===== src/hw/rtl/altu_pkg.sv =====
// altu_pkg: shared types, codes and character class helpers for the line tokenizer.
// Used by altu_front, altu_back, altu_outq and assembler_line_tokenizer_unit.
`timescale 1ns / 1ps
`default_nettype none
package altu_pkg;

    localparam logic [2:0] K_SYM = 3'd0;
    localparam logic [2:0] K_CMD = 3'd1;
    localparam logic [2:0] K_STR = 3'd2;
    localparam logic [2:0] K_NUM = 3'd3;
    localparam logic [2:0] K_ONE = 3'd4;

    localparam int unsigned QDEPTH = 4;

    typedef struct packed {
        logic alpha;
        logic digit;
        logic xdigit;
        logic bdigit;
        logic odigit;
        logic space;
    } t_cls;

    typedef struct packed {
        logic [7:0] out_byte;
        logic [2:0] token_kind;
        logic       token_first;
        logic       token_last;
        logic       empty_token;
        logic       line_end;
        logic [7:0] token_count;
    } t_res;

    function automatic t_cls classify(input logic [7:0] c);
        t_cls r;
        r.alpha  = (c >= 8'h61 && c <= 8'h7a) || (c >= 8'h41 && c <= 8'h5a);
        r.digit  = (c >= 8'h30 && c <= 8'h39);
        r.xdigit = r.digit || (c >= 8'h61 && c <= 8'h66) || (c >= 8'h41 && c <= 8'h46);
        r.bdigit = (c == 8'h30) || (c == 8'h31);
        r.odigit = (c >= 8'h30 && c <= 8'h37);
        r.space  = (c == 8'h20) || (c >= 8'd9 && c <= 8'd13);
        return r;
    endfunction

    function automatic logic [3:0] hex_val(input logic [7:0] c);
        logic [7:0] d;
        d = 8'd0;
        if (c >= 8'h30 && c <= 8'h39) begin
            d = c - 8'h30;
        end else if (c >= 8'h61 && c <= 8'h66) begin
            d = c - 8'h57;
        end else begin
            d = c - 8'h37;
        end
        return d[3:0];
    endfunction

endpackage
`default_nettype wire


===== src/hw/rtl/assembler_line_tokenizer_unit.sv =====
// assembler_line_tokenizer_unit: top level; input queue, lexer engine, result queue.
// Depends on altu_pkg, altu_front, altu_back, altu_outq.
//
//  channel   | handshake        | payload
//  ----------+------------------+------------------------------------------------
//  text in   | push / full      | i_text_byte
//  tokens out| empty / pop      | o_out_byte, o_token_kind, o_token_first,
//            |                  | o_token_last, o_empty_token, o_line_end,
//            |                  | o_token_count
//  config    | i_cfg_we         | i_cfg_wdata (token limit)
//
// One item per cycle while the engine keeps up; it takes one step a cycle and emits at
// most one result per step. Some steps take no byte: the end of a symbol, command or
// number, entering the skip state, the end of a hex or octal escape or of a bare \x,
// and a string or escape cut off by the line end.
// Reset is synchronous, active low; the token limit returns to 64.
// The input queue holds four bytes and the engine waits there for lookahead; it stalls
// while the result queue is full.
`timescale 1ns / 1ps
`default_nettype none
module assembler_line_tokenizer_unit #(
    parameter int unsigned OUT_DEPTH = 4
) (
    input  wire logic        i_clk,
    input  wire logic        i_rst_n,
    input  wire logic        push,
    output logic             full,
    input  wire logic [7:0]  i_text_byte,
    output logic             empty,
    input  wire logic        pop,
    output logic [7:0]       o_out_byte,
    output logic [2:0]       o_token_kind,
    output logic             o_token_first,
    output logic             o_token_last,
    output logic             o_empty_token,
    output logic             o_line_end,
    output logic [7:0]       o_token_count,
    input  wire logic        i_cfg_we,
    input  wire logic [7:0]  i_cfg_wdata
);
    logic [2:0]           w_cnt;
    logic [3:0][7:0]      w_bytes;
    altu_pkg::t_cls [3:0] w_cls;
    logic                 w_pop, w_emit, w_ofull;
    altu_pkg::t_res       w_res, w_head;

    altu_front u_front (
        .i_clk       (i_clk),
        .i_rst_n     (i_rst_n),
        .push        (push),
        .full        (full),
        .i_text_byte (i_text_byte),
        .i_pop       (w_pop),
        .o_cnt       (w_cnt),
        .o_bytes     (w_bytes),
        .o_cls       (w_cls)
    );

    altu_back u_back (
        .i_clk       (i_clk),
        .i_rst_n     (i_rst_n),
        .i_cfg_we    (i_cfg_we),
        .i_cfg_wdata (i_cfg_wdata),
        .i_cnt       (w_cnt),
        .i_bytes     (w_bytes),
        .i_cls       (w_cls),
        .o_pop       (w_pop),
        .i_out_full  (w_ofull),
        .o_emit      (w_emit),
        .o_res       (w_res)
    );

    altu_outq #(.DEPTH(OUT_DEPTH)) u_outq (
        .i_clk   (i_clk),
        .i_rst_n (i_rst_n),
        .i_push  (w_emit),
        .i_res   (w_res),
        .o_full  (w_ofull),
        .pop     (pop),
        .empty   (empty),
        .o_res   (w_head)
    );

    assign o_out_byte    = w_head.out_byte;
    assign o_token_kind  = w_head.token_kind;
    assign o_token_first = w_head.token_first;
    assign o_token_last  = w_head.token_last;
    assign o_empty_token = w_head.empty_token;
    assign o_line_end    = w_head.line_end;
    assign o_token_count = w_head.token_count;
endmodule
`default_nettype wire


===== src/hw/rtl/altu_front.sv =====
// altu_front: input byte queue; classifies each item on entry.
// Depends on altu_pkg.
`timescale 1ns / 1ps
`default_nettype none
module altu_front (
    input  wire logic                 i_clk,
    input  wire logic                 i_rst_n,
    input  wire logic                 push,
    output logic                      full,
    input  wire logic [7:0]           i_text_byte,
    input  wire logic                 i_pop,
    output logic [2:0]                o_cnt,
    output logic [3:0][7:0]           o_bytes,
    output altu_pkg::t_cls [3:0]      o_cls
);
    logic [2:0]              r_cnt, n_cnt;
    logic [3:0][7:0]         r_bytes, n_bytes;
    altu_pkg::t_cls [3:0]    r_cls, n_cls;
    logic                    w_push;
    logic [2:0]              w_wpos;
    altu_pkg::t_cls          w_cls;

    assign full    = (r_cnt == 3'(altu_pkg::QDEPTH));
    assign w_push  = push && !full;
    assign w_cls   = altu_pkg::classify(i_text_byte);
    assign w_wpos  = r_cnt - {2'b00, i_pop};
    assign o_cnt   = r_cnt;
    assign o_bytes = r_bytes;
    assign o_cls   = r_cls;

    always_comb begin
        n_bytes = r_bytes;
        n_cls   = r_cls;
        if (i_pop) begin
            for (int k = 0; k < 3; k++) begin
                n_bytes[k] = r_bytes[k+1];
                n_cls[k]   = r_cls[k+1];
            end
        end
        if (w_push) begin
            n_bytes[w_wpos[1:0]] = i_text_byte;
            n_cls[w_wpos[1:0]]   = w_cls;
        end
        n_cnt = r_cnt - {2'b00, i_pop} + {2'b00, w_push};
    end

    always_ff @(posedge i_clk) begin
        r_bytes <= n_bytes;
        r_cls   <= n_cls;
        if (!i_rst_n) begin
            r_cnt <= 3'd0;
        end else begin
            r_cnt <= n_cnt;
        end
    end
endmodule
`default_nettype wire


===== src/hw/rtl/altu_outq.sv =====
// altu_outq: result item queue between the lexer and the result ports.
// Depends on altu_pkg.
`timescale 1ns / 1ps
`default_nettype none
module altu_outq #(
    parameter int unsigned DEPTH = 4
) (
    input  wire logic            i_clk,
    input  wire logic            i_rst_n,
    input  wire logic            i_push,
    input  wire altu_pkg::t_res  i_res,
    output logic                 o_full,
    input  wire logic            pop,
    output logic                 empty,
    output altu_pkg::t_res       o_res
);
    localparam int unsigned PW = (DEPTH > 1) ? $clog2(DEPTH) : 1;
    localparam int unsigned CW = $clog2(DEPTH + 1);

    altu_pkg::t_res   r_mem [DEPTH];
    logic [PW-1:0]    r_wr, r_rd;
    logic [CW-1:0]    r_cnt;
    logic             w_pop;

    assign empty  = (r_cnt == '0);
    assign o_full = (r_cnt == CW'(DEPTH));
    assign w_pop  = pop && !empty;
    assign o_res  = r_mem[r_rd];

    always_ff @(posedge i_clk) begin
        if (i_push) begin
            r_mem[r_wr] <= i_res;
        end
        if (!i_rst_n) begin
            r_wr  <= '0;
            r_rd  <= '0;
            r_cnt <= '0;
        end else begin
            if (i_push) begin
                r_wr <= (r_wr == PW'(DEPTH - 1)) ? '0 : r_wr + 1'b1;
            end
            if (w_pop) begin
                r_rd <= (r_rd == PW'(DEPTH - 1)) ? '0 : r_rd + 1'b1;
            end
            r_cnt <= r_cnt + CW'(i_push) - CW'(w_pop);
        end
    end
endmodule
`default_nettype wire


===== src/hw/rtl/altu_back.sv =====
// altu_back: lexer engine; one step a cycle unless stalled, one result at most.
// Depends on altu_pkg; fed by altu_front, feeds altu_outq.
`timescale 1ns / 1ps
`default_nettype none
module altu_back (
    input  wire logic                 i_clk,
    input  wire logic                 i_rst_n,
    input  wire logic                 i_cfg_we,
    input  wire logic [7:0]           i_cfg_wdata,
    input  wire logic [2:0]           i_cnt,
    input  wire logic [3:0][7:0]      i_bytes,
    input  wire altu_pkg::t_cls [3:0] i_cls,
    output logic                      o_pop,
    input  wire logic                 i_out_full,
    output logic                      o_emit,
    output altu_pkg::t_res            o_res
);
    localparam logic [3:0] M_IDLE = 4'd0;
    localparam logic [3:0] M_SKIP = 4'd1;
    localparam logic [3:0] M_SYM  = 4'd2;
    localparam logic [3:0] M_CMD  = 4'd3;
    localparam logic [3:0] M_DEC  = 4'd4;
    localparam logic [3:0] M_HEX  = 4'd5;
    localparam logic [3:0] M_BIN  = 4'd6;
    localparam logic [3:0] M_STR  = 4'd7;
    localparam logic [3:0] M_ESC  = 4'd8;
    localparam logic [3:0] M_XST  = 4'd9;
    localparam logic [3:0] M_XHEX = 4'd10;
    localparam logic [3:0] M_OCT  = 4'd11;
    localparam logic [3:0] M_PRE  = 4'd12;

    logic [7:0] r_limit;
    logic [3:0] r_mode, n_mode, r_pmode, n_pmode;
    logic [7:0] r_tok, n_tok, r_esc, n_esc, r_pb, n_pb;
    logic       r_pv, n_pv, r_nf, n_nf;
    logic [2:0] r_kind, n_kind;
    logic [1:0] r_pre, n_pre;

    logic [3:0]           w_endb, w_pres;
    logic [3:0][7:0]      w_v;
    altu_pkg::t_cls [3:0] w_c;
    logic                 w_go, w_cont, w_wait, w_start, w_one;
    logic [2:0]           w_m, w_skind;
    logic [3:0]           w_smode;
    logic [7:0]           c0;

    always_comb begin
        w_endb[0] = 1'b0;
        for (int k = 1; k < 4; k++) begin
            w_endb[k] = w_endb[k-1] || ((3'(k - 1) < i_cnt) && (i_bytes[k-1] == 8'd0));
        end
        for (int k = 0; k < 4; k++) begin
            w_pres[k] = (3'(k) < i_cnt) || w_endb[k];
            w_v[k]    = w_endb[k] ? 8'd0 : i_bytes[k];
            w_c[k]    = w_endb[k] ? '0 : i_cls[k];
        end
    end

    assign c0   = w_v[0];
    assign w_go = (i_cnt != 3'd0) && !i_out_full;

    always_comb begin
        unique case (r_mode)
            M_SYM:   w_cont = w_c[0].alpha || w_c[0].digit || c0 == 8'h5f || c0 == 8'h2e;
            M_CMD:   w_cont = w_c[0].alpha || w_c[0].digit || c0 == 8'h5f;
            M_DEC:   w_cont = w_c[0].digit;
            M_HEX:   w_cont = w_c[0].xdigit;
            default: w_cont = w_c[0].bdigit;
        endcase
    end

    // token start decision from the idle state
    always_comb begin
        w_wait  = 1'b0;
        w_start = 1'b0;
        w_one   = 1'b0;
        w_m     = 3'd1;
        w_skind = altu_pkg::K_ONE;
        w_smode = M_IDLE;
        if (c0 == 8'h2f) begin
            if (!w_pres[1]) begin
                w_wait = 1'b1;
            end else begin
                w_one = (w_v[1] != 8'h2f);
            end
        end else if (w_c[0].alpha || c0 == 8'h5f) begin
            w_start = 1'b1;
            w_skind = altu_pkg::K_SYM;
            w_smode = M_SYM;
        end else if (c0 == 8'h2e) begin
            if (!w_pres[1]) begin
                w_wait = 1'b1;
            end else if (w_c[1].alpha) begin
                w_start = 1'b1;
                w_skind = altu_pkg::K_CMD;
                w_smode = M_CMD;
            end else begin
                w_one = 1'b1;
            end
        end else if (c0 == 8'h2b || c0 == 8'h2d) begin
            if (!w_pres[1]) begin
                w_wait = 1'b1;
            end else if (w_v[1] == 8'h30 && !w_pres[2]) begin
                w_wait = 1'b1;
            end else if (w_v[1] == 8'h30 && (w_v[2] == 8'h78 || w_v[2] == 8'h62)
                         && !w_pres[3]) begin
                w_wait = 1'b1;
            end else if (w_v[1] == 8'h30 && w_v[2] == 8'h78 && w_c[3].xdigit) begin
                w_start = 1'b1;
                w_m     = 3'd4;
                w_skind = altu_pkg::K_NUM;
                w_smode = M_HEX;
            end else if (w_v[1] == 8'h30 && w_v[2] == 8'h62 && w_c[3].bdigit) begin
                w_start = 1'b1;
                w_m     = 3'd4;
                w_skind = altu_pkg::K_NUM;
                w_smode = M_BIN;
            end else if (w_c[1].digit) begin
                w_start = 1'b1;
                w_skind = altu_pkg::K_NUM;
                w_smode = M_DEC;
            end else begin
                w_one = 1'b1;
            end
        end else if (c0 == 8'h30) begin
            w_skind = altu_pkg::K_NUM;
            w_smode = M_DEC;
            if (!w_pres[1]) begin
                w_wait = 1'b1;
            end else if ((w_v[1] == 8'h78 || w_v[1] == 8'h62) && !w_pres[2]) begin
                w_wait = 1'b1;
            end else begin
                w_start = 1'b1;
                if (w_v[1] == 8'h78 && w_c[2].xdigit) begin
                    w_m     = 3'd3;
                    w_smode = M_HEX;
                end else if (w_v[1] == 8'h62 && w_c[2].bdigit) begin
                    w_m     = 3'd3;
                    w_smode = M_BIN;
                end
            end
        end else if (w_c[0].digit) begin
            w_start = 1'b1;
            w_skind = altu_pkg::K_NUM;
            w_smode = M_DEC;
        end else begin
            w_one = 1'b1;
        end
    end

    always_comb begin
        n_mode  = r_mode;
        n_pmode = r_pmode;
        n_tok   = r_tok;
        n_esc   = r_esc;
        n_pb    = r_pb;
        n_pv    = r_pv;
        n_nf    = r_nf;
        n_kind  = r_kind;
        n_pre   = r_pre;
        o_pop   = 1'b0;
        o_emit  = 1'b0;
        o_res   = '0;
        if (w_go) begin
            unique case (r_mode)
                M_IDLE, M_SKIP: begin
                    if (c0 == 8'd0) begin
                        o_emit            = 1'b1;
                        o_res.line_end    = 1'b1;
                        o_res.token_count = r_tok;
                        o_pop             = 1'b1;
                        n_mode            = M_IDLE;
                        n_tok             = 8'd0;
                        n_esc             = 8'd0;
                        n_pv              = 1'b0;
                        n_nf              = 1'b0;
                        n_kind            = altu_pkg::K_SYM;
                    end else if (r_mode == M_SKIP) begin
                        o_pop = 1'b1;
                    end else if (r_tok >= r_limit) begin
                        n_mode = M_SKIP;
                    end else if (w_c[0].space) begin
                        o_pop = 1'b1;
                    end else if (c0 == 8'h23 || c0 == 8'h3b) begin
                        n_mode = M_SKIP;
                    end else if (c0 == 8'h22) begin
                        o_pop  = 1'b1;
                        n_tok  = r_tok + 8'd1;
                        n_kind = altu_pkg::K_STR;
                        n_nf   = 1'b1;
                        n_pv   = 1'b0;
                        n_mode = M_STR;
                    end else if (w_wait) begin
                        n_mode = M_IDLE;
                    end else if (w_one) begin
                        o_emit            = 1'b1;
                        o_res.out_byte    = c0;
                        o_res.token_kind  = altu_pkg::K_ONE;
                        o_res.token_first = 1'b1;
                        o_res.token_last  = 1'b1;
                        o_pop             = 1'b1;
                        n_tok             = r_tok + 8'd1;
                    end else if (w_start) begin
                        // hold a lone first byte; a 0x/0b prefix goes out byte by byte
                        o_pop  = 1'b1;
                        n_tok  = r_tok + 8'd1;
                        n_kind = w_skind;
                        if (w_m == 3'd1) begin
                            n_nf   = 1'b1;
                            n_pb   = c0;
                            n_pv   = 1'b1;
                            n_mode = w_smode;
                        end else begin
                            o_emit            = 1'b1;
                            o_res.out_byte    = c0;
                            o_res.token_kind  = w_skind;
                            o_res.token_first = 1'b1;
                            n_nf              = 1'b0;
                            n_pre             = 2'(w_m - 3'd1);
                            n_pmode           = w_smode;
                            n_mode            = M_PRE;
                        end
                    end else begin
                        // comment start "//"
                        n_mode = M_SKIP;
                    end
                end
                M_PRE: begin
                    o_pop = 1'b1;
                    if (r_pre == 2'd1) begin
                        n_pb   = c0;
                        n_pv   = 1'b1;
                        n_mode = r_pmode;
                        n_pre  = 2'd0;
                    end else begin
                        o_emit           = 1'b1;
                        o_res.out_byte   = c0;
                        o_res.token_kind = r_kind;
                        n_pre            = r_pre - 2'd1;
                    end
                end
                M_SYM, M_CMD, M_DEC, M_HEX, M_BIN: begin
                    o_emit            = r_pv;
                    o_res.out_byte    = r_pb;
                    o_res.token_kind  = r_kind;
                    o_res.token_first = r_nf;
                    if (r_pv) begin
                        n_nf = 1'b0;
                    end
                    if (c0 != 8'd0 && w_cont) begin
                        n_pb  = c0;
                        n_pv  = 1'b1;
                        o_pop = 1'b1;
                    end else begin
                        o_res.token_last = 1'b1;
                        n_pv             = 1'b0;
                        n_mode           = M_IDLE;
                    end
                end
                M_STR: begin
                    o_res.out_byte    = r_pb;
                    o_res.token_kind  = altu_pkg::K_STR;
                    o_res.token_first = r_nf;
                    if (c0 == 8'h22 || c0 == 8'd0) begin
                        o_emit            = r_pv || r_nf;
                        o_res.token_last  = 1'b1;
                        o_res.empty_token = !r_pv;
                        if (!r_pv) begin
                            o_res.out_byte = 8'd0;
                        end
                        n_nf   = 1'b0;
                        n_pv   = 1'b0;
                        n_mode = M_IDLE;
                        o_pop  = (c0 == 8'h22);
                    end else begin
                        o_emit = r_pv;
                        if (r_pv) begin
                            n_nf = 1'b0;
                        end
                        o_pop = 1'b1;
                        if (c0 == 8'h5c) begin
                            n_pv   = 1'b0;
                            n_mode = M_ESC;
                        end else begin
                            n_pb = c0;
                            n_pv = 1'b1;
                        end
                    end
                end
                M_ESC: begin
                    n_mode = M_STR;
                    n_pv   = 1'b1;
                    n_pb   = c0;
                    o_pop  = (c0 != 8'd0);
                    unique case (c0)
                        8'h61:   n_pb = 8'd7;
                        8'h62:   n_pb = 8'd8;
                        8'h66:   n_pb = 8'd12;
                        8'h6e:   n_pb = 8'd10;
                        8'h72:   n_pb = 8'd13;
                        8'h74:   n_pb = 8'd9;
                        8'h76:   n_pb = 8'd11;
                        8'h78: begin
                            n_pv   = 1'b0;
                            n_mode = M_XST;
                        end
                        default: begin
                            if (w_c[0].odigit) begin
                                n_pv   = 1'b0;
                                n_esc  = {5'd0, c0[2:0]};
                                n_mode = M_OCT;
                            end
                        end
                    endcase
                end
                M_XST: begin
                    if (w_c[0].xdigit) begin
                        n_esc  = {4'd0, altu_pkg::hex_val(c0)};
                        n_mode = M_XHEX;
                        o_pop  = 1'b1;
                    end else begin
                        n_pb   = 8'h78;
                        n_pv   = 1'b1;
                        n_mode = M_STR;
                    end
                end
                M_XHEX, M_OCT: begin
                    if (r_mode == M_XHEX && w_c[0].xdigit) begin
                        n_esc = {r_esc[3:0], altu_pkg::hex_val(c0)};
                        o_pop = 1'b1;
                    end else if (r_mode == M_OCT && w_c[0].odigit) begin
                        n_esc = {r_esc[4:0], c0[2:0]};
                        o_pop = 1'b1;
                    end else begin
                        n_pb   = r_esc;
                        n_pv   = 1'b1;
                        n_mode = M_STR;
                    end
                end
                default: n_mode = M_IDLE;
            endcase
        end
    end

    always_ff @(posedge i_clk) begin
        if (!i_rst_n) begin
            r_limit <= 8'd64;
            r_mode  <= M_IDLE;
            r_pmode <= M_IDLE;
            r_tok   <= 8'd0;
            r_esc   <= 8'd0;
            r_pb    <= 8'd0;
            r_pv    <= 1'b0;
            r_nf    <= 1'b0;
            r_kind  <= altu_pkg::K_SYM;
            r_pre   <= 2'd0;
        end else begin
            if (i_cfg_we) begin
                r_limit <= i_cfg_wdata;
            end
            r_mode  <= n_mode;
            r_pmode <= n_pmode;
            r_tok   <= n_tok;
            r_esc   <= n_esc;
            r_pb    <= n_pb;
            r_pv    <= n_pv;
            r_nf    <= n_nf;
            r_kind  <= n_kind;
            r_pre   <= n_pre;
        end
    end
endmodule
`default_nettype wire


===== config.mk =====
export PLATFORM = sky130hd
export DESIGN_NAME = assembler_line_tokenizer_unit
export DESIGN_NICKNAME = d
export VERILOG_FILES = /design/src/hw/rtl/altu_pkg.sv /design/src/hw/rtl/assembler_line_tokenizer_unit.sv /design/src/hw/rtl/altu_front.sv /design/src/hw/rtl/altu_outq.sv /design/src/hw/rtl/altu_back.sv
export SDC_FILE = /design/constraint.sdc
export NUM_CORES = 1
export LEC_CHECK = 0
export ABC_CLOCK_PERIOD_IN_PS = 12660
export BUFFER_PORTS_ARGS = -buffer_cell sky130_fd_sc_hd__buf_2
export CAP_MARGIN = 15
export CORE_MARGIN = 2
export CORE_UTILIZATION = 44
export CTS_BUF_LIST = sky130_fd_sc_hd__clkbuf_8 sky130_fd_sc_hd__clkbuf_16
export CTS_CLUSTER_DIAMETER = 50
export CTS_CLUSTER_SIZE = 16
export DETAILED_ROUTE_END_ITERATION = 16
export PLACE_DENSITY = 0.65
export SETUP_SLACK_MARGIN = 0.4
export SYNTH_ARGS = -nofsm -noshare
export SYNTH_HDL_FRONTEND = slang
export SYNTH_SLANG_ARGS = --single-unit

===== constraint.sdc =====
create_clock -name i_clk -period 12.66 [get_ports i_clk]
set_clock_uncertainty 0.05 [all_clocks]
set_input_delay 1.266 -clock i_clk [delete_from_list [all_inputs] [get_ports i_clk]]
set_output_delay 1.266 -clock i_clk [all_outputs]
set_load 0.05 [all_outputs]

[Word level (Yosys, flattened, before mapping)]
Memory sizes are Yosys's and may differ from the RTL's. A register that Yosys moved wholly into a read port is not among the register bits.
Cells that the tools add are included.
Storage, ports and cells
  output and inout port bits: 25
  memory bits (writable): 92
  input bits: 21
  memories: 1
  ROM bits: 0
  logic and storage cells: 526
  register bits: 113
  latch bits: 0
Cells by class
  mux-type cells: 272
  order comparisons: 22
  multiply operators: 0
  $add $sub $neg: 12
  div/mod/pow operators: 0
  reductions and logical operators: 82
  shifts and indexed selects: 0
  bitwise logic cells: 9
  equal/unequal tests: 86
Memory list
  u_outq.r_mem: depth 4, width 23, read ports 1, clocked after memory_dff 1, write ports 1, line altu_outq.sv:20  | altu_pkg::t_res r_mem [DEPTH];
Operators by type and width (number)
  two-way mux 8 bit: 37
  two-way mux 4 bit: 36
  two-way mux 3 bit: 38
  == test 8 x 7 -> 1 bit, second input constant: 14
  one-hot mux 8 bit (7 select lines): 2
  two-way mux 1 bit: 104
  == test 8 x 6 -> 1 bit, second input constant: 12
  two-way mux 13 bit: 7
  two-way mux 24 bit: 2
  one-hot mux 11 bit (4 select lines): 1
  less-or-equal comparator 8 x 7 -> 1 bit, second input constant: 5
  two-way mux 2 bit: 19
  two-way mux 12 bit: 3
  two-way mux 18 bit: 2
  inequality test 2 bit, second input constant: 18
  bitwise mux 32 bit: 1
  one-hot mux 8 bit (4 select lines): 1
  logical AND 1 bit: 29
  one-hot mux 4 bit (7 select lines): 1
  AND reduction 9 bit: 3
  bitwise mux 24 bit: 1
  greater-or-equal comparator 8 x 7 -> 1 bit, second input constant: 3
  less-or-equal comparator 8 x 6 -> 1 bit, second input constant: 3
  logical NOT 8 bit: 3
  other kinds (64): 138

[Longest topological paths before layout]
Gate-level depths: netlist of run 1.
  depth after elaboration: 34
  depth in mapped cells: 20

[Cells and area by module]
A second synthesis of run 1 with hierarchy kept.
Unflattened totals
  cells, all modules: 1031
  area total of the unflattened synthesis: 10850.4 sq um
By module, submodules not included
  altu_back: sequential area each 920.9 sq um, instances 1, cells each 621, area an instance 4486.8 sq um
  altu_outq: sequential area each 2942.8 sq um, instances 1, cells each 165, area an instance 3819.9 sq um
  altu_front: sequential area each 1321.3 sq um, instances 1, cells each 245, area an instance 2543.7 sq um

[Worst setup path after synthesis of run 1]
OpenSTA, ideal clock, no wires.
  kind: register to register
  from: reg u_front.o_bytes[1] (netlist name)
  to: reg u_front.r_bytes (netlist bit u_front.o_bytes[24]), enable pin
  setup slack: 7934 ps
  clock period less this slack: 4726 ps
  path buffers: 3
  cell stages (with the launch flop): 16
  data required time: 12207 ps
  arrival: 4274 ps
  cell sequence: dfxtp_1 > clkbuf_1 > inv_1 > ha_1 > nor3b_2 > a311o_2 > nand2_1 > o31a_1 > nor3_2 > o21ai_1 > clkbuf_1 > nand2_1 > ha_1 > ha_1 > clkbuf_1 > nor3_1
RTL lines
  to (signal assigned): line altu_front.sv:48  | r_bytes <= n_bytes;
  to (decl): line altu_front.sv:17  | logic [3:0][7:0] r_bytes, n_bytes;

==> results.md, run 1 <==
* Worst VDD drop at ~0.22 mV
* Most frequent cells after synthesis: edfxtp_1 (106), nor2_1 (103), a21oi_1 (100), dfxtp_1 (100), o21ai_0 (72)
* Synthesized instance count at 1073
* Clock Power Share at 22.0%
* EDFF count, synth at roughly 110
* PortBufs at between 40 and 50
* Clk_lat worst skew at 0.53 ns
* Nets at 1131
* Die W at between 150 and 200 um
* FP Rows at 57
* Hold buffers post-CTS at 0
* CP Launch Type: flip-flop
* Vias/cell at slightly above 6
* I/O pin total at 46
* Dominant cell type by area after synthesis: edfxtp_1
* PostCTS Resize Cnt at 0
* FMAX at 206.1 MHz
* Final setup fails at 0
* Total Power at 3.390 mW
* P_sw at 1.514 mW
* Seq cells post-synth at ~210
* RSZ-0062 raised after global routing: false
* Die Height at roughly 160 um
* Clock Root Buffer: clkbuf_16
* Max cap viols at 0
* Critical Path AT at 4.94 ns
* Wirelength per Cell at approximately 20 um
* Total CTS buffers at 26
* Worst Setup Path Type: reg -> reg
* Post-synth ARST share at 0%
* Syn nets at 1121
* Max Transition Viols Final at 0
* Min-delay worst type: reg -> reg
* Hold Vio Cnt, Final at 0
* CTS tree: yes
* Pwr dens at 278.0 nW/um^2
* Share of post-route cells with drive strength above 1 at 13.78%
* Layout Area Growth over Synthesis at 12.54%
* Internal power at 1.875 mW
* Sequential-to-total area share from yosys stat at 47.85%
* Total track usage at 21.28%
* First-pass GRT wire length at 44900 um
* Comb power frac at between 40% and 50%
* Share of the synthesized area in the top cell type at 29.38%
* Clock transition at path regs at 0.06 ns
* Via count of the first global-routing pass at 8211
* DR iter-0 viols at 757
* Flop2flop setup slack at 7.81 ns
* Unique cell type count in the Yosys netlist at 94
* Required @ worst endpoint at 12.75 ns
* Tmin final at 4.852 ns
* Slew HR at 23.75%
* Clock Sinks at 206
* Pin count of the biggest net entering global routing at 44
* Static leakage at 4.289 nW
* CP Cell Sequence: inv_1 -> ha_1 -> nor3b_2 -> nand3b_2 -> o2111a_1 -> o31a_1 -> nor3_2 -> o21ai_2 -> buf_4 -> nand2_1 -> ha_1 -> ha_1 -> nor3_2
* Routed Wire Length at between 20000 and 30000 um
* Pre-antenna DRT Iters at 6
* Gpl congestion at 0.9437
* Synth area leaders: edfxtp_1 (29%), dfxtp_1 (18%), mux4_2 (4.8%)
* Switching Share at 44.67%
* Largest buffer count on any clock path at 3
* Most common cell in the netlist: edfxtp_1
* Mapped Area at 10840 sq um
* Initial antenna violation count at 0
* Status: complete, no violations
* DP HPWL at between 15000 and 20000 um
* Worst path slowest cell: nor3_2
* Die ar. at 25900 sq um
* Post-Syn Area per Cell at 10.10 sq um
* Core ar. at 24250 sq um
* Antenna cell count at 0
* Post-CTS Setup Repair Bufs at 0
* Crit. End Element: flip-flop
* Setup TNS at 0 ns
* Largest stage delay, worst path at 0.88 ns
* Slew @ Worst Pin at 1.144 ns
* Max FO, Critical Path at 43
* H-tree depth at 1
* Starting Density at between 40% and 50%
* Post-DRT Antenna Nets at 0
* Remaining Overflow, GRT at 0
* Synth Warn # at 0
* Top_reg_cell synth: edfxtp_1
* Seq pwr share at 31.6%
* # DRC at 0
* Most used cell, CP: ha_1
* Vias at 8752
* Period utilization at 38.32%
## kinds of logic after synthesis
logic type,Yosys count,share of synthesized area (%)
AO/OA/AOI/OAI,349,21.05
flip-flops,206,47.85
adder cells (fa/ha/maj),27,3.187
AND/OR/NAND/NOR,329,16.18
buffers and inverters,106,3.972
multiplexers,47,7.032
XOR/XNOR,9,0.7275
## worst max-delay path, delay by kind of cell, from the launching register on
kind | cells | cell delay [ns]
and+or+nand+nor | 5 | 2.06
DFF | 1 | 0.40
buffers and inverters | 2 | 0.45
adders and majority gates | 3 | 0.75
AOI/OAI and AO/OA | 3 | 0.73
## routing by layer
layer / vias to the layer above / wire length, um / global-route usage (%) / part of all wire, %
li1: 4147 / - / - / -
met1: 4193 / 12420 / 30.18 / 45
met2: 349 / 12730 / 33.59 / 46
met3: 63 / 1760 / 3.022 / 6.3
met4: 0 / 929 / 7.224 / 3.3
met5: - / 0 / 0 / 0
## through the flow
step,hold WS (ns),utilization (%),worst slack (ns),instance area [sq um],std cells
2_1_floorplan,0.3574,-,7.934,10840,1073
3_3_place_gp,0.3934,46.29,8.003,11220,1376
3_5_place_dp,0.3840,46.29,7.835,11220,1376
4_1_cts,0.3904,50.03,7.811,12130,1424
5_1_grt,0.3980,50.29,7.431,12190,1427
6_report,0.3947,50.29,7.808,12190,1427
## power by group through the flow
stage          clock (mW)  combinational (mW)  sequential (mW)
2_1_floorplan           0                1.28            0.966
3_3_place_gp            0                1.54             1.07
3_5_place_dp            0                1.54             1.08
4_1_cts             0.758                1.55             1.06
5_1_grt             0.786                1.74             1.09
6_report            0.744                1.57             1.07
## state kept, by name, summed over array words and instances (netlist names), named ones only
| register | count |
|---|---|
| u_outq.r_mem | 92 |
| u_front.o_bytes | 32 |
| u_front.o_cls | 24 |
| u_back.r_esc | 8 |
| u_back.r_limit | 8 |
| u_back.r_pb | 8 |
| u_back.r_tok | 8 |
| u_back.r_mode | 4 |
| u_back.r_kind | 3 |
| u_back.r_pmode | 3 |
| u_front.o_cnt | 3 |
| u_outq.r_cnt | 3 |
| u_back.r_pre | 2 |
| u_outq.r_rd | 2 |
| u_outq.r_wr | 2 |
| u_back.r_nf | 1 |
| u_back.r_pv | 1 |
## final timing paths
| path | start | cells after the start | end |
|---|---|---|---|
| worst min register to register | u_back.r_kind[2]$_SDFFE_PN0P_ | 2 | u_back.r_kind[2]$_SDFFE_PN0P_ |
| worst min-delay path | u_back.r_kind[2]$_SDFFE_PN0P_ | 2 | u_back.r_kind[2]$_SDFFE_PN0P_ |
| worst max-delay path | u_front.o_bytes[0]$_DFF_P_ | 13 | u_front.o_bytes[29]$_DFFE_PP_ |
| worst max register to register | u_front.o_bytes[0]$_DFF_P_ | 13 | u_front.o_bytes[29]$_DFFE_PP_ |
## area by class of cell
type | count | area [sq um]
clock buffers | 26 | 650.6
clock inverters | 22 | 256.5
fillers | 2230 | 12050
inverters | 32 | 120.1
multi-input cells | 761 | 5229
flip-flops and latches | 206 | 5185
well taps | 324 | 405.4
repair buffers | 56 | 347.8
## cell usage in the layout, fill, tap and decap left out, types with 5 or more instances in the layout
master | netlist | routed
o21ai_0 | 72 | 72
a21oi_1 | 100 | 100
xnor2_1 | 7 | 7
and2_1 | 18 | 18
and3_1 | 14 | 14
o31ai_1 | 10 | 10
a32o_1 | 8 | 8
clkinvlp_4 | 0 | 5
buf_4 | 0 | 9
buf_2 | 8 | 45
ha_1 | 26 | 26
a211oi_1 | 10 | 10
clkbuf_16 | 0 | 26
mux2i_1 | 21 | 21
nand2b_1 | 13 | 13
nand4_1 | 9 | 9
o21a_1 | 5 | 5
nor4_1 | 5 | 5
a21o_1 | 7 | 7
or4_1 | 8 | 8
o2111ai_1 | 8 | 8
nand3_1 | 26 | 26
edfxtp_1 | 106 | 106
a22oi_1 | 6 | 6
nor3_1 | 20 | 19
nor2_1 | 103 | 103
clkinv_8 | 0 | 6
nand2_1 | 59 | 59
nor2b_1 | 6 | 6
mux4_2 | 23 | 23
inv_1 | 31 | 35
or3_1 | 9 | 9
a31oi_1 | 53 | 53
dfxtp_1 | 100 | 100
a221oi_1 | 5 | 5
No activity file was read; power rests on OpenSTA's default activity.
==> inputs of run 2 (changes only) <==
Settings changed: ABC_AREA set to 1, ABC_CLOCK_PERIOD_IN_PS 12660 to 5000.
Clock period 12.66 ns to 5 ns, I/O delays scaled along.
==> results.md, run 2 <==
* Total CTS buffers at 25 (-3.8%)
* Nets at 1520 (+34%)
* Core Util, Final at 50.80% (+0.51 points)
* Most frequent cells in the layout: nor2_1 (294), nand2_1 (223), inv_1 (155), edfxtp_1 (106), o21ai_0 (103)
* Pin count of the biggest net entering global routing at 77 (+75%)
* Clock Power Share at 19.8% (-2.2 points)
* Unique cell type count in the Yosys netlist at 51 (-46%)
* First-pass GRT wire length at 46860 um (+4.4%)
* Status: complete, no violations
* Clk_lat worst skew at 0.52 ns (about the same)
* DP HPWL at 20430 um (+5.5%)
* Seq cells post-synth at 206 (unchanged)
* Most used cell, CP: nand2_1
* Top_reg_cell synth: edfxtp_1
* Hold Vio Cnt, Final at 0 (unchanged)
* Worst R2R End: u_front.o_cls[7]$_DFF_P_
* Share of the synthesized area in the top cell type at 29.10% (-0.28 points)
* Most common cell in the netlist: nor2_1
* H-tree depth at 1 (unchanged)
* Die ar. at 26140 sq um (+0.93%)
* Comb power frac at 50.3% (+3.9 points)
* Clock transition at path regs at 0.06 ns (about the same)
* EDFF count, synth at 106 (unchanged)
* CP delay by family, top: simple AND/OR/NAND/NOR gates
* Pwr dens at 717.1 nW/um^2 (+160%)
* RSZ-0062 raised after global routing: true
* Reg2reg path depth at 31 (+18)
* Remaining Overflow, GRT at 0 (unchanged)
* Synthesized instance count at 1423 (+33%)
* Starting Density at 44.85% (+0.16 points)
* Crit. End Element: flip-flop
* Gpl congestion at 1.007 (+6.7%)
* Hold path cells at 3 (+1)
* Fin Hold WS at 0.1680 ns (-0.2267 ns)
* Critical path origin: u_front.o_bytes[0]$_DFF_P_
* FMAX at 231.4 MHz (+12%)
* Worst VDD drop at 0.5446 mV (+150%)
* Vias/cell at 5.349 (-13%)
* Post-DRT Antenna Nets at 0 (unchanged)
* Layout Area Growth over Synthesis at 13.26%
* Post-Syn Area per Cell at 7.687 sq um (-24%)
* Largest buffer count on any clock path at 3 (unchanged)
* Sequential-to-total area share from yosys stat at 47.40% (-0.45 points)
* Vias at 9692 (+11%)
* Period utilization at 86.44% (+48 points)
* Post-synth ARST share at 0% (unchanged)
* Start of the worst register-to-register path: u_front.o_bytes[0]$_DFF_P_
* Commonest non-fill, non-tap cell in the layout: nor2_1
* Static leakage at 5.250 nW (+22%)
* Placed Area at 11460 sq um (+2.1%)
* Layout Cells excl Fill at 1812 (+27%)
* Worst Setup Path Type: reg -> reg
* Final WS setup at 0.6779 ns (-7.130 ns)
* Worst path slowest cell: dfxtp_4
* Core ar. at 24390 sq um (+0.59%)
* Max FO, Critical Path at 16 (-63%)
* Critical Path AT at 4.73 ns (-0.21 ns)
* Internal power at 4.628 mW (+150%)
* Max reg flops at 92 (unchanged)
* Clock Root Buffer: clkbuf_16
* Slew HR at 31.31% (+7.6 points)
* Hold buffers post-CTS at 0 (unchanged)
* Most frequent cells after synthesis: nor2_1 (298), nand2_1 (223), inv_1 (158), edfxtp_1 (106), o21ai_0 (104)
* Pre-antenna DRT Iters at 5 (-1)
* I/O pin total at 46 (unchanged)
* Min-delay worst type: in -> reg
* Max Transition Viols Final at 0 (unchanged)
* P_sw at 4.257 mW (+180%)
* Mapped Area at 10940 sq um (+0.96%)
* Setup TNS at 0 ns (unchanged)
* Routed Wire Length at 29230 um (+5.0%)
* # DRC at 0 (unchanged)
* Inst Count DP at 1759 (+28%)
* Hold path endpoint: u_back.r_limit[6]$_SDFFE_PN1P_
* Tmin final at 4.322 ns (-0.5297 ns)
* Slew @ Worst Pin at 1.029 ns (-0.1145 ns)
* FP Rows at 57 (unchanged)
* CTS tree: yes
* Total track usage at 22.15% (+0.87 points)
* Dominant cell type by area after synthesis: edfxtp_1
* Seq pwr share at 29.9% (-1.7 points)
* Wirelength per Cell at 16.13 um (-17%)
* Syn nets at 1471 (+31%)
* Max cap viols at 0 (unchanged)
* Final setup fails at 0 (unchanged)
* Buf/Inv on CP at 9 (+7)
* Via count of the first global-routing pass at 8956 (+9.1%)
* DP Worst Slack at 0.5692 ns (-7.266 ns)
* Final instance area at 12390 sq um (+1.6%)
* Synth area leaders: edfxtp_1 (29%), dfxtp_1 (18%), nor2_1 (10%)
* Switching Share at 47.91% (+3.2 points)
* Largest stage delay, worst path at 0.39 ns (-0.49 ns)
* Worst Min Path Start: i_cfg_wdata[6]
* Share of post-route cells with drive strength above 1 at 11.36% (-2.4 points)
* PortBufs at 45 (unchanged)
* Total Power at 8.885 mW (+160%)
* Die W at 161.7 um (+0.47%)
* Initial antenna violation count at 0 (unchanged)
* Flop2flop setup slack at 0.68 ns (-7.13 ns)
* DR iter-0 viols at 773 (+2.1%)
* Synth Warn # at 0 (unchanged)
* Clock Sinks at 206 (unchanged)
* Antenna cell count at 0 (unchanged)
* Die Height at 161.7 um (+0.47%)
* Filler cells at 2413 (+8.2%)
* CP Launch Type: flip-flop
* Required @ worst endpoint at 5.41 ns (-7.34 ns)
* Largest reg by FF count: u_outq.r_mem
## run 2: cell count changes in the layout (fill, tap and decap cells not counted), sizes merged, moves of 20 or more
cell / change
a31oi: -45
inv: +138
nor2: +204
and2: -20
o22ai: +25
nand2: +171
mux4: -23
o21ai: +34
nand3: +70
mux2i: -21
## run 2: power groups by stage
stage | clock network, mW | registers [mW] | logic [mW]
finish | 1.76 | 2.65 | 4.47
floorplan | 0 | 2.55 | 3.46
CTS | 1.80 | 2.64 | 4.31
detailed placement | 0 | 2.67 | 4.29
global route | 1.87 | 2.70 | 5.00
global placement | 0 | 2.66 | 4.27
## run 2: how the worst max path moves through the flow
stage | end | slack (ns) | cells after the start
after global routing | u_front.o_cls[7]$_DFF_P_ | 0.27 | 33
final | u_front.o_cls[7]$_DFF_P_ | 0.68 | 31
after global placement | u_outq.r_cnt[2]$_SDFF_PN0_ | 0.60 | 25
after detailed placement | u_front.o_cls[7]$_DFF_P_ | 0.57 | 31
after floorplan | u_front.o_bytes[24]$_DFFE_PP_ | 0.65 | 24
after CTS | u_front.o_cls[7]$_DFF_P_ | 0.49 | 31
## run 2: logic make-up after synthesis
kind of cell / share of synthesized area [%]
compound gates: 14.16
buf+inv: 8.372
fa+ha+maj: 3.157
simple gates: 26.43
flops: 47.40
xor+xnor: 0.4804
## run 2: layout make-up
type                    count  area (sq um)  area share [%]
clock inverters            17         173.9           1.404
inverters                 175         666.9           5.383
clock buffers              26         639.4           5.161
repair inverters            1         7.507         0.06059
flip-flops and latches    206          5192           41.91
multi-input cells         992          4880           39.39
repair buffers             71         424.2           3.424
well taps                 324         405.4           3.272
## run 2: tightest hold or removal path, cell delays in order
cell and delay (ns):
buf_2 0.08, a21oi_1 0.05, o21ai_0 0.06
## run 2: per-layer routing
metal | GRT usage [%] | routed length (um) | part of all wire (%) | vias to the layer above
met4 | 6.396 | 850 | 2.9 | 0
met1 | 30.67 | 13410 | 46 | 4492
met5 | 0 | 0 | 0 | -
li1 | - | - | - | 4846
met2 | 36.71 | 13410 | 46 | 294
met3 | 2.758 | 1562 | 5.3 | 60
## run 2: repair_timing
item                       CTS  global route
setup endpoints to repair    0            44
resized for setup            0            14
setup buffers                0             9
